==> src/sv/oaatbh_pkg.sv <==
package oaatbh_pkg;

	// Shift amounts of the per-byte mixing step.
	localparam int unsigned MIX_SHL = 10;
	localparam int unsigned MIX_SHR = 6;

	// Shift amounts of the three finalization steps.
	localparam int unsigned FIN_SHL_A = 3;
	localparam int unsigned FIN_SHR_B = 11;
	localparam int unsigned FIN_SHL_C = 15;

	localparam int unsigned HASH_W   = 32;
	localparam int unsigned BYTE_W   = 8;
	localparam int unsigned BUCKET_W = 16;

	// Bucket count after reset.
	localparam logic [BUCKET_W-1:0] BUCKET_COUNT_RESET = 16'd67;

	// One finished key as it travels from the front end to the back end.
	typedef struct packed {
		logic [HASH_W-1:0]   mixed_hash;
		logic [BUCKET_W-1:0] bucket_count;
	} key_entry_t;

endpackage

==> src/sv/oaatbh_front.sv <==
module oaatbh_front (
	input  logic                             clk,
	input  logic                             arst_n,
	input  logic                             in_valid,
	output logic                             in_ready,
	input  logic [oaatbh_pkg::BYTE_W-1:0]    key_byte,
	input  logic                             last_byte,
	input  logic [oaatbh_pkg::BUCKET_W-1:0]  bucket_count,
	output logic                             push_valid,
	input  logic                             push_ready,
	output oaatbh_pkg::key_entry_t           push_entry
);

	logic [oaatbh_pkg::HASH_W-1:0] hash_q;
	logic [oaatbh_pkg::HASH_W-1:0] sum_byte;
	logic [oaatbh_pkg::HASH_W-1:0] sum_shift;
	logic [oaatbh_pkg::HASH_W-1:0] mixed;
	logic                          accept;

	// The front end stalls only while the queue has no room for a finished key.
	assign in_ready = push_ready;
	assign accept   = in_valid && in_ready;

	// Per-byte mixing: add the byte, add the hash shifted left, fold in the high bits.
	always_comb begin
		sum_byte  = hash_q + {{(oaatbh_pkg::HASH_W-oaatbh_pkg::BYTE_W){1'b0}}, key_byte};
		sum_shift = sum_byte + (sum_byte << oaatbh_pkg::MIX_SHL);
		mixed     = sum_shift ^ (sum_shift >> oaatbh_pkg::MIX_SHR);
	end

	// A transaction carrying the last byte hands the mixed hash to the queue.
	assign push_valid              = accept && last_byte;
	assign push_entry.mixed_hash   = mixed;
	assign push_entry.bucket_count = bucket_count;

	// Running hash; it restarts from zero after every key.
	always_ff @(posedge clk or negedge arst_n) begin
		if (!arst_n) begin
			hash_q <= '0;
		end else if (accept) begin
			hash_q <= last_byte ? '0 : mixed;
		end
	end

endmodule

==> src/sv/oaatbh_queue.sv <==
module oaatbh_queue #(
	parameter int unsigned DEPTH = 2
) (
	input  logic                   clk,
	input  logic                   arst_n,
	input  logic                   push_valid,
	output logic                   push_ready,
	input  oaatbh_pkg::key_entry_t push_entry,
	output logic                   pop_valid,
	input  logic                   pop_ready,
	output oaatbh_pkg::key_entry_t pop_entry
);

	localparam int unsigned PTR_W = $clog2(DEPTH);
	localparam int unsigned CNT_W = $clog2(DEPTH + 1);
	localparam logic [PTR_W-1:0] LAST_PTR = PTR_W'(DEPTH - 1);
	localparam logic [CNT_W-1:0] FULL_CNT = CNT_W'(DEPTH);

	oaatbh_pkg::key_entry_t entries_q [DEPTH];
	logic [PTR_W-1:0]       wr_ptr_q;
	logic [PTR_W-1:0]       rd_ptr_q;
	logic [CNT_W-1:0]       count_q;
	logic                   do_push;
	logic                   do_pop;

	assign push_ready = (count_q != FULL_CNT);
	assign pop_valid  = (count_q != '0);
	assign pop_entry  = entries_q[rd_ptr_q];
	assign do_push    = push_valid && push_ready;
	assign do_pop     = pop_valid && pop_ready;

	// Entry storage.
	always_ff @(posedge clk) begin
		if (do_push) begin
			entries_q[wr_ptr_q] <= push_entry;
		end
	end

	// Pointers and fill count.
	always_ff @(posedge clk or negedge arst_n) begin
		if (!arst_n) begin
			wr_ptr_q <= '0;
			rd_ptr_q <= '0;
			count_q  <= '0;
		end else begin
			if (do_push) begin
				wr_ptr_q <= (wr_ptr_q == LAST_PTR) ? '0 : wr_ptr_q + 1'b1;
			end
			if (do_pop) begin
				rd_ptr_q <= (rd_ptr_q == LAST_PTR) ? '0 : rd_ptr_q + 1'b1;
			end
			if (do_push && !do_pop) begin
				count_q <= count_q + 1'b1;
			end else if (do_pop && !do_push) begin
				count_q <= count_q - 1'b1;
			end
		end
	end

endmodule

==> src/sv/oaatbh_back.sv <==
module oaatbh_back (
	input  logic                             clk,
	input  logic                             arst_n,
	input  logic                             pop_valid,
	output logic                             pop_ready,
	input  oaatbh_pkg::key_entry_t           pop_entry,
	output logic                             out_valid,
	input  logic                             out_ready,
	output logic [oaatbh_pkg::HASH_W-1:0]    full_hash,
	output logic [oaatbh_pkg::BUCKET_W-1:0]  bucket_index
);

	localparam int unsigned DIV_W  = oaatbh_pkg::BUCKET_W + 1;
	localparam int unsigned STEP_W = $clog2(oaatbh_pkg::HASH_W);
	localparam logic [STEP_W-1:0] LAST_STEP = STEP_W'(oaatbh_pkg::HASH_W - 1);

	typedef enum logic [2:0] {
		ST_IDLE,
		ST_FIN_A,
		ST_FIN_B,
		ST_DIV,
		ST_DONE
	} state_t;

	state_t                           state_q;
	logic [oaatbh_pkg::HASH_W-1:0]    hash_q;
	logic [oaatbh_pkg::HASH_W-1:0]    quot_q;
	logic [oaatbh_pkg::BUCKET_W-1:0]  rem_q;
	logic [DIV_W-1:0]                 divisor_q;
	logic [STEP_W-1:0]                step_q;
	logic                             out_valid_q;
	logic [oaatbh_pkg::HASH_W-1:0]    full_hash_q;
	logic [oaatbh_pkg::BUCKET_W-1:0]  bucket_index_q;

	logic [oaatbh_pkg::HASH_W-1:0]    fin_a_sum;
	logic [oaatbh_pkg::HASH_W-1:0]    fin_a;
	logic [oaatbh_pkg::HASH_W-1:0]    fin_b;
	logic [DIV_W-1:0]                 rem_shift;
	logic [DIV_W-1:0]                 rem_diff;
	logic [oaatbh_pkg::BUCKET_W-1:0]  rem_next;
	logic                             out_free;

	assign pop_ready    = (state_q == ST_IDLE);
	assign out_valid    = out_valid_q;
	assign full_hash    = full_hash_q;
	assign bucket_index = bucket_index_q;
	assign out_free     = !out_valid_q || out_ready;

	// Finalization, split across the ST_FIN_A and ST_FIN_B states.
	always_comb begin
		fin_a_sum = hash_q + (hash_q << oaatbh_pkg::FIN_SHL_A);
		fin_a     = fin_a_sum ^ (fin_a_sum >> oaatbh_pkg::FIN_SHR_B);
		fin_b     = hash_q + (hash_q << oaatbh_pkg::FIN_SHL_C);
	end

	// One restoring division step: bring in the next dividend bit, subtract if it fits.
	always_comb begin
		rem_shift = {rem_q, quot_q[oaatbh_pkg::HASH_W-1]};
		rem_diff  = rem_shift - divisor_q;
		rem_next  = (rem_shift >= divisor_q) ? rem_diff[oaatbh_pkg::BUCKET_W-1:0]
		                                     : rem_shift[oaatbh_pkg::BUCKET_W-1:0];
	end

	// Datapath registers.
	always_ff @(posedge clk) begin
		case (state_q)
			ST_IDLE: begin
				hash_q <= pop_entry.mixed_hash;
				// A count of zero stands for 65536 buckets.
				divisor_q <= (pop_entry.bucket_count == '0)
				             ? {1'b1, {oaatbh_pkg::BUCKET_W{1'b0}}}
				             : {1'b0, pop_entry.bucket_count};
			end
			ST_FIN_A: begin
				hash_q <= fin_a;
			end
			ST_FIN_B: begin
				hash_q <= fin_b;
				quot_q <= fin_b;
				rem_q  <= '0;
			end
			ST_DIV: begin
				quot_q <= quot_q << 1;
				rem_q  <= rem_next;
			end
			default: begin
			end
		endcase
	end

	// Sequencer and result registers.
	always_ff @(posedge clk or negedge arst_n) begin
		if (!arst_n) begin
			state_q        <= ST_IDLE;
			step_q         <= '0;
			out_valid_q    <= 1'b0;
			full_hash_q    <= '0;
			bucket_index_q <= '0;
		end else begin
			// A finished key takes the output slot as soon as it is free.
			if (state_q == ST_DONE && out_free) begin
				out_valid_q    <= 1'b1;
				full_hash_q    <= hash_q;
				bucket_index_q <= rem_q;
			end else if (out_valid_q && out_ready) begin
				out_valid_q <= 1'b0;
			end
			case (state_q)
				ST_IDLE: begin
					if (pop_valid) begin
						state_q <= ST_FIN_A;
					end
				end
				ST_FIN_A: begin
					state_q <= ST_FIN_B;
				end
				ST_FIN_B: begin
					step_q  <= '0;
					state_q <= ST_DIV;
				end
				ST_DIV: begin
					step_q <= step_q + 1'b1;
					if (step_q == LAST_STEP) begin
						state_q <= ST_DONE;
					end
				end
				ST_DONE: begin
					// Hold the result until the output slot is free.
					if (out_free) begin
						state_q <= ST_IDLE;
					end
				end
				default: begin
					state_q <= ST_IDLE;
				end
			endcase
		end
	end

endmodule

==> src/sv/one_at_a_time_bucket_hash_core.sv <==
// Byte-serial one-at-a-time hash with bucket reduction. Key bytes enter one per
// transaction and each accepted byte is mixed into the running hash; bytes are
// taken back to back while the queue has room. The byte flagged last_byte closes
// the key: its mixed hash and the bucket count in force at that moment go into a
// QUEUE_DEPTH-entry queue, and the running hash restarts at zero. A back end then
// finalizes the hash in its ST_FIN_A and ST_FIN_B states and reduces it modulo the
// bucket count with a restoring divider that retires one quotient bit per cycle;
// each key is taken from the queue, finalized, divided and handed off (held until
// the output slot is free) while the next keys stream in. Short keys are paced by
// the divider once the queue fills. Each key yields one result transaction carrying
// full_hash and bucket_index. A bucket count of zero is treated as 65536. The bucket
// count register resets to 67 and is written through cfg_wr_en/cfg_wr_data.
module one_at_a_time_bucket_hash_core #(
	parameter int unsigned QUEUE_DEPTH = 2
) (
	input  logic                             clk,
	input  logic                             arst_n,
	input  logic                             cfg_wr_en,
	input  logic [oaatbh_pkg::BUCKET_W-1:0]  cfg_wr_data,
	input  logic                             in_valid,
	output logic                             in_ready,
	input  logic [oaatbh_pkg::BYTE_W-1:0]    key_byte,
	input  logic                             last_byte,
	output logic                             out_valid,
	input  logic                             out_ready,
	output logic [oaatbh_pkg::HASH_W-1:0]    full_hash,
	output logic [oaatbh_pkg::BUCKET_W-1:0]  bucket_index
);

	logic [oaatbh_pkg::BUCKET_W-1:0] bucket_count_q;
	logic                            push_valid;
	logic                            push_ready;
	oaatbh_pkg::key_entry_t          push_entry;
	logic                            pop_valid;
	logic                            pop_ready;
	oaatbh_pkg::key_entry_t          pop_entry;

	// Bucket count register.
	always_ff @(posedge clk or negedge arst_n) begin
		if (!arst_n) begin
			bucket_count_q <= oaatbh_pkg::BUCKET_COUNT_RESET;
		end else if (cfg_wr_en) begin
			bucket_count_q <= cfg_wr_data;
		end
	end

	oaatbh_front u_front (
		.clk          (clk),
		.arst_n       (arst_n),
		.in_valid     (in_valid),
		.in_ready     (in_ready),
		.key_byte     (key_byte),
		.last_byte    (last_byte),
		.bucket_count (bucket_count_q),
		.push_valid   (push_valid),
		.push_ready   (push_ready),
		.push_entry   (push_entry)
	);

	oaatbh_queue #(
		.DEPTH (QUEUE_DEPTH)
	) u_queue (
		.clk        (clk),
		.arst_n     (arst_n),
		.push_valid (push_valid),
		.push_ready (push_ready),
		.push_entry (push_entry),
		.pop_valid  (pop_valid),
		.pop_ready  (pop_ready),
		.pop_entry  (pop_entry)
	);

	oaatbh_back u_back (
		.clk          (clk),
		.arst_n       (arst_n),
		.pop_valid    (pop_valid),
		.pop_ready    (pop_ready),
		.pop_entry    (pop_entry),
		.out_valid    (out_valid),
		.out_ready    (out_ready),
		.full_hash    (full_hash),
		.bucket_index (bucket_index)
	);

endmodule
==> config.mk <==
export PLATFORM = sky130hd
export DESIGN_NAME = one_at_a_time_bucket_hash_core
export DESIGN_NICKNAME = d
export VERILOG_FILES = /design/src/sv/oaatbh_pkg.sv /design/src/sv/oaatbh_front.sv /design/src/sv/oaatbh_queue.sv /design/src/sv/oaatbh_back.sv /design/src/sv/one_at_a_time_bucket_hash_core.sv
export SDC_FILE = /design/constraint.sdc
export NUM_CORES = 1
export LEC_CHECK = 0
export BUFFER_PORTS_ARGS = -buffer_cell sky130_fd_sc_hd__buf_2
export CAP_MARGIN = 10
export CORE_AREA = 2 2 186 188
export CTS_BUF_LIST = sky130_fd_sc_hd__clkbuf_8
export DETAILED_ROUTE_END_ITERATION = 6
export DIE_AREA = 0 0 188 190
export GPL_TIMING_DRIVEN = 0
export PLACE_DENSITY = 0.68
export SYNTH_ARGS = -nofsm -noshare
export SYNTH_HDL_FRONTEND = slang
export SYNTH_SLANG_ARGS = --single-unit
export TNS_END_PERCENT = 1
==> constraint.sdc <==
create_clock -name clk -period 6.21 [get_ports clk]
set_clock_uncertainty 0.1 [all_clocks]
set_input_delay 0.3105 -clock clk [delete_from_list [all_inputs] [get_ports clk]]
set_output_delay 0.3105 -clock clk [all_outputs]
set_load 0.02 [all_outputs]
### Word-level counts from Yosys, hierarchy flattened

Memories as Yosys holds them, arrays and structs flattened.
Cells that the tools add are included.

| cells by class | value |
|---|---|
| $mul | 0 |
| divide/modulo/power cells | 0 |
| reductions and logical operators | 20 |
| bitwise gates (word level) | 2 |
| equality and inequality tests | 9 |
| add/sub/neg operators | 10 |
| $lt $le $gt $ge | 1 |
| muxes and demuxes | 19 |
| shift-type cells | 0 |

Operators with widths:

| cell | number |
|---|---|
| $add 32x32->32 | 3 |
| $pmux 32 s3 | 1 |
| $pmux 32 s2 | 1 |
| $add 32x8->32 | 1 |
| $mux 32 | 1 |
| $pmux 16 s2 | 1 |
| $xor 32x21->32 | 1 |
| $xor 32x26->32 | 1 |
| $ge 17x17->1 | 1 |
| $mux 17 | 1 |
| $logic_not 16->1 | 1 |
| $mux 16 | 1 |
| $sub 16x16->16 | 1 |
| $pmux 3 s5 | 1 |
| $pmux 5 s2 | 1 |
| $mux 3 | 3 |
| $logic_and 1x1->1 | 8 |
| $reduce_bool 2->1 | 4 |
| $eq 3x2->1 const B | 2 |
| $mux 1 | 6 |
| $ne 2x1->1 const B | 3 |
| $add 5x1->5 const B | 1 |
| $eq 5x5->1 const B | 1 |
| $mux 2 | 2 |
| other kinds (11) | 14 |

| word-level totals | value |
|---|---|
| bits in writable memories | 96 |
| memories kept | 1 |
| latch bits | 0 |
| output and inout port bits | 50 |
| bits of input ports | 30 |
| flip-flop bits (word level) | 206 |
| logic and storage cells | 77 |
| bits in read-only memories | 0 |

Memory list:

| memory | depth | bits a word | rd ports | clocked after Yosys merged registers in | wr ports | line | source |
|---|---|---|---|---|---|---|---|
| u_queue.entries_q | 2 | 48 | 1 | 0 | 1 | oaatbh_queue.sv:19 | `oaatbh_pkg::key_entry_t entries_q [DEPTH];` |

### Logic depth before layout (Yosys ltp)

| depth | value |
|---|---|
| word-level depth | 8 |
| mapped depth | 25 |

### Hierarchy

From an unflattened synthesis, not the netlist that was laid out.

| second synthesis, totals | value |
|---|---|
| cell total of the unflattened synthesis | 1552 |
| area, all modules | 17783.3 µm² |

Modules (own cells, without submodules):

| module | times used | seq. area each (µm²) | area each (µm²) | cells an instance |
|---|---|---|---|---|
| oaatbh_back | 1 | 4339.2 | 9685.5 | 944 |
| oaatbh_front | 1 | 800.8 | 3741.1 | 407 |
| oaatbh_queue | 1 | 2982.9 | 3703.6 | 167 |
| one_at_a_time_bucket_hash_core | 1 | 404.1 | 653.1 | 34 |

### Worst setup path after synthesis

OpenSTA, ideal clock, no wires.

| timing path | value |
|---|---|
| path type | reg-to-reg |
| from | register u_front.hash_q[0] (netlist bit) |
| to | register u_front.hash_q[25] (netlist bit) |
| path buffers | 0 |
| arrival time | 4.496 ns |
| required time | 5.989 ns |
| stages on the path, launching flop included | 23 |
| setup time | 0.121 ns |
| setup slack | 1.493 ns |
| cell sequence | dfrtp_1 ha_1 inv_1 fa_1 nor2b_1 o21ai_1 a21boi_1 o21ai_1 a21boi_1 o21ai_1 a21oi_1 and3_1 xor2_1 ha_1 nand2_2 a2111oi_4 nor3b_1 o21ai_4 nand2_1 a221oi_2 xnor3_1 xor2_1 a22o_1 |

RTL lines:

| element | line | source |
|---|---|---|
| start, declared | oaatbh_front.sv:14 | `logic [oaatbh_pkg::HASH_W-1:0] hash_q;` |
| start signal, assigned | oaatbh_front.sv:41 | `hash_q <= last_byte ? '0 : mixed;` |

==> impl_metrics.toml <==
[logic_synthesis]
synth_nets = 1514
ys_ff_latch = 302
synth_edf_count = 193
synthSimpleGateAreaFrac_pct = 8.74
syn_area_um2 = 16600
synth-adder-area-share_pct = 7.61
async_flop_share_pct = 36.1
synth_compound_area_share_pct = 12.5
synth.area.top_cells = "edfxtp_1 (35%), dfrtp_1 (16%), mux2_2 (7.3%), ha_1 (7.0%), xnor2_1 (5.0%)"
synth_top_family_by_area = "compound AO/OA/AOI/OAI gates"
synth.top_cell.area_share_pct = 34.9
synth.area.mux_share_pct = 9.61
yosysTopAreaCell = "edfxtp_1"
synth.most_common_cell = "edfxtp_1"
synth.distinct_cells = 69
yosysSeqAreaShare_pct = 51.3
synthCells = 1386
synth_xor_area_share_pct = 8.13
yosys_warnings = 0
yosys-top-cells-count = "edfxtp_1 (193), mux2_2 (108), dfrtp_1 (106), xnor2_1 (94), ha_1 (93)"
avgSynthCellArea_um2 = 12.0
synth_ff_type = "edfxtp_1"

[global_route]
grt-ovfl-total = 0
antenna_found_initial = 0
grt_max_degree = 57
grt_pass1_wl_mm = 63.5
grtUsageTotal_pct = 22.7
grt_pass1_vias = 11600

[power_and_ir_drop]
pwr_density_cell_nw_per_um2 = 537
leakagePower_uw = 0.00812
p_clk_share_pct = 18.5
p_switching_uw = 4140
vdd_drop_max_uv = 391
p_sw_share_pct = 40.6
fin_total_pwr_uw = 10200
p_int_uw = 6060
combinationalPowerShare_pct = 47.8
seqPwrFrac_pct = 33.6

[place]
gp_congestion = 0.907
dp.final_hpwl_mm = 29.5
io_buffers = 78

[cts]
cts_htree_levels = 2
clock_latency_ns = 0.63
cts_max_path_buffers = 3
cts.reportedPaths.clkPinSlew_ns = 0.07
postCtsSetupBuffers = 0
cts.root.buffer_cell = "clkbuf_8"
numCtsBuffers = 50
cts_tree = "built"
cts_sinks = 302

[worst_setup_path]
r2r_cells = 23
cp-start-kind = "register"
cp-end-kind = "register"
crit_fanout = 6
required_ns = 6.63
worstPathArrival_ns = 6.01
path_class = "reg -> reg"

[timing]
finalCritPeriodShare_pct = 90.0
timing.slew.headroom_pct = 23.7
fin_tns_setup_ns = 0
slew_viol_final = 0
rsz0062_at_grt = "false"
whs_ns = 0.112
finalHoldViolCount = 0
period_minus_slack_ns = 5.59
worst_pin_slew_ns = 1.14
timing.fmax_mhz = 179
finalSetupViolCount = 0

[routing]
postRouteAntennaNets = 0
drt-pass1-iter-count = 5
vias = 11600
drt_iter0_markers = 869
wire_per_inst_um = 19.4
viasPerCell = 5.67
post-route-drc-count = 0
drt_wl_total_mm = 39.5

[final_layout]
layout-drive-gt1-share_pct = 18.6
fillCellCount = 2863
final_util_pct = 56.0
n_antenna_cell = 0
fin_nets = 1669
areaGrowthSynthToFinish_pct = 14.3

[floorplan]
die_h_um = 190
die_area_um2 = 35700
die_x_um = 188
ios = 80
core_um2 = 33900
row_count = 68
floorplan.initialDensity_pct = 48.9

[run_status]
run_status = "finished, final reports clean"

[flow_run]
drv_cap = 0

[min_path]
hold_class = "in -> async"
-- stage by stage --
step                      instance area [µm²]  instances  worst slack (ns)
after floorplan                         16600       1386              1.49
after global placement                  17600       1919             0.554
after detailed placement                17700       1925             0.446
after CTS                               19000       2038             0.411
after global routing                    19000       2038            0.0692
final                                   19000       2038             0.622
-- layer usage --
metal | up-vias | track usage, % | share of wire [%]
met5 | - | 0 | 0
met4 | 0 | 8.27 | 2.9
met3 | 77 | 3.36 | 5.2
met2 | 331 | 36.5 | 47
met1 | 5665 | 31.5 | 45
li1 | 5478 | - | -
-- layout make-up --
type	instances	area, µm²	area share [%]
clock inverters	36	302	1.59
inverters	49	184	0.968
multi-input cells	994	7770	40.9
well taps	455	569	3.00
clock buffers	58	798	4.20
flip-flops and latches	302	8530	44.9
plain buffers	41	154	0.810
repair buffers	103	692	3.64
-- worst max-delay path: stages, from the launching register on --
cell       delay (ns)
dfrtp_1          0.36
ha_1             0.20
inv_1            0.07
fa_1             0.39
nor2b_1          0.14
o21ai_1          0.09
a21boi_1         0.20
o21ai_1          0.11
a21boi_1         0.22
o21ai_1          0.13
and2_1           0.17
clkbuf_1         0.20
nor2b_1          0.20
xor2_1           0.32
ha_1             0.27
a21oi_1          0.13
a2111oi_4        0.39
nor3b_1          0.15
o21ai_4          0.22
nand2_1          0.09
a221oi_2         0.34
xnor3_1          0.46
xor2_1           0.35
a22o_1           0.18
-- sequential cells by signal, indices dropped and copies added, names as in the netlist, 5 cells and up --
register	flops
u_back.rem_q	16
u_back.step_q	5
bucket_count_q	16
u_back.quot_q	32
u_back.bucket_index	16
u_front.hash_q	32
u_queue.entries_q	96
u_back.hash_q	32
u_back.full_hash	32
u_back.divisor_q	17
-- power by group through the flow --
| stage | registers, µW | logic, µW | clock network [µW] |
|---|---|---|---|
| final | 3430 | 4880 | 1890 |
| after global routing | 3490 | 5350 | 2030 |
| after CTS | 3430 | 4850 | 1930 |
| after detailed placement | 3460 | 4810 | 0 |
| after global placement | 3460 | 4640 | 0 |
| after floorplan | 3360 | 3520 | 0 |
-- worst paths after layout --
check | from | to | slack [ns]
min | arst_n | bucket_count_q[12] | 0.11
max reg2reg | u_front.hash_q[0] | u_front.hash_q[25] | 0.62
max | u_front.hash_q[0] | u_front.hash_q[25] | 0.62
max in group asynchronous | arst_n | u_back.full_hash[29] | 5.19
min in group clk | cfg_wr_en | bucket_count_q[15] | 0.11
min reg2reg | bucket_count_q[2] | u_queue.entries_q[1][2] | 0.37
-- cells by family after synthesis --
kind of cell / Yosys count
simple gates: 303
fa+ha+maj: 98
flops: 302
compound gates: 296
xor+xnor: 151
mux: 146
buf+inv: 90
-- cells in the final DEF (no fill, tap or decap), types with 13 or more instances in the layout --
| cell type | synthesis | layout |
|---|---|---|
| o22ai_1 | 15 | 15 |
| clkbuf_1 | 35 | 35 |
| mux2i_1 | 38 | 38 |
| xor2_1 | 55 | 55 |
| a21o_1 | 33 | 33 |
| nor3_1 | 20 | 19 |
| dfrtp_1 | 106 | 106 |
| a22o_1 | 29 | 29 |
| o21ai_0 | 29 | 29 |
| and3_1 | 21 | 20 |
| inv_1 | 48 | 62 |
| xnor2_1 | 94 | 94 |
| a21oi_1 | 69 | 67 |
| clkbuf_8 | 0 | 58 |
| ha_1 | 93 | 93 |
| edfxtp_1 | 193 | 193 |
| nor2b_1 | 16 | 16 |
| mux2_2 | 108 | 108 |
| nand3_1 | 25 | 25 |
| o221ai_1 | 13 | 13 |
| o21a_1 | 14 | 14 |
| nand2_1 | 69 | 69 |
| nand2b_1 | 17 | 17 |
| clkinv_2 | 0 | 13 |
| dlygate4sd3_1 | 0 | 19 |
| o21ai_1 | 17 | 17 |
| nor2_1 | 92 | 91 |
| buf_2 | 0 | 77 |
-- what timing repair did --
action | in CTS | in global routing
hold buffers | 19 | 0
setup endpoints to repair | 0 | 2
hold endpoints to repair | 96 | 0
resized for setup | 0 | 1
No activity file was read; power rests on OpenSTA's default activity.
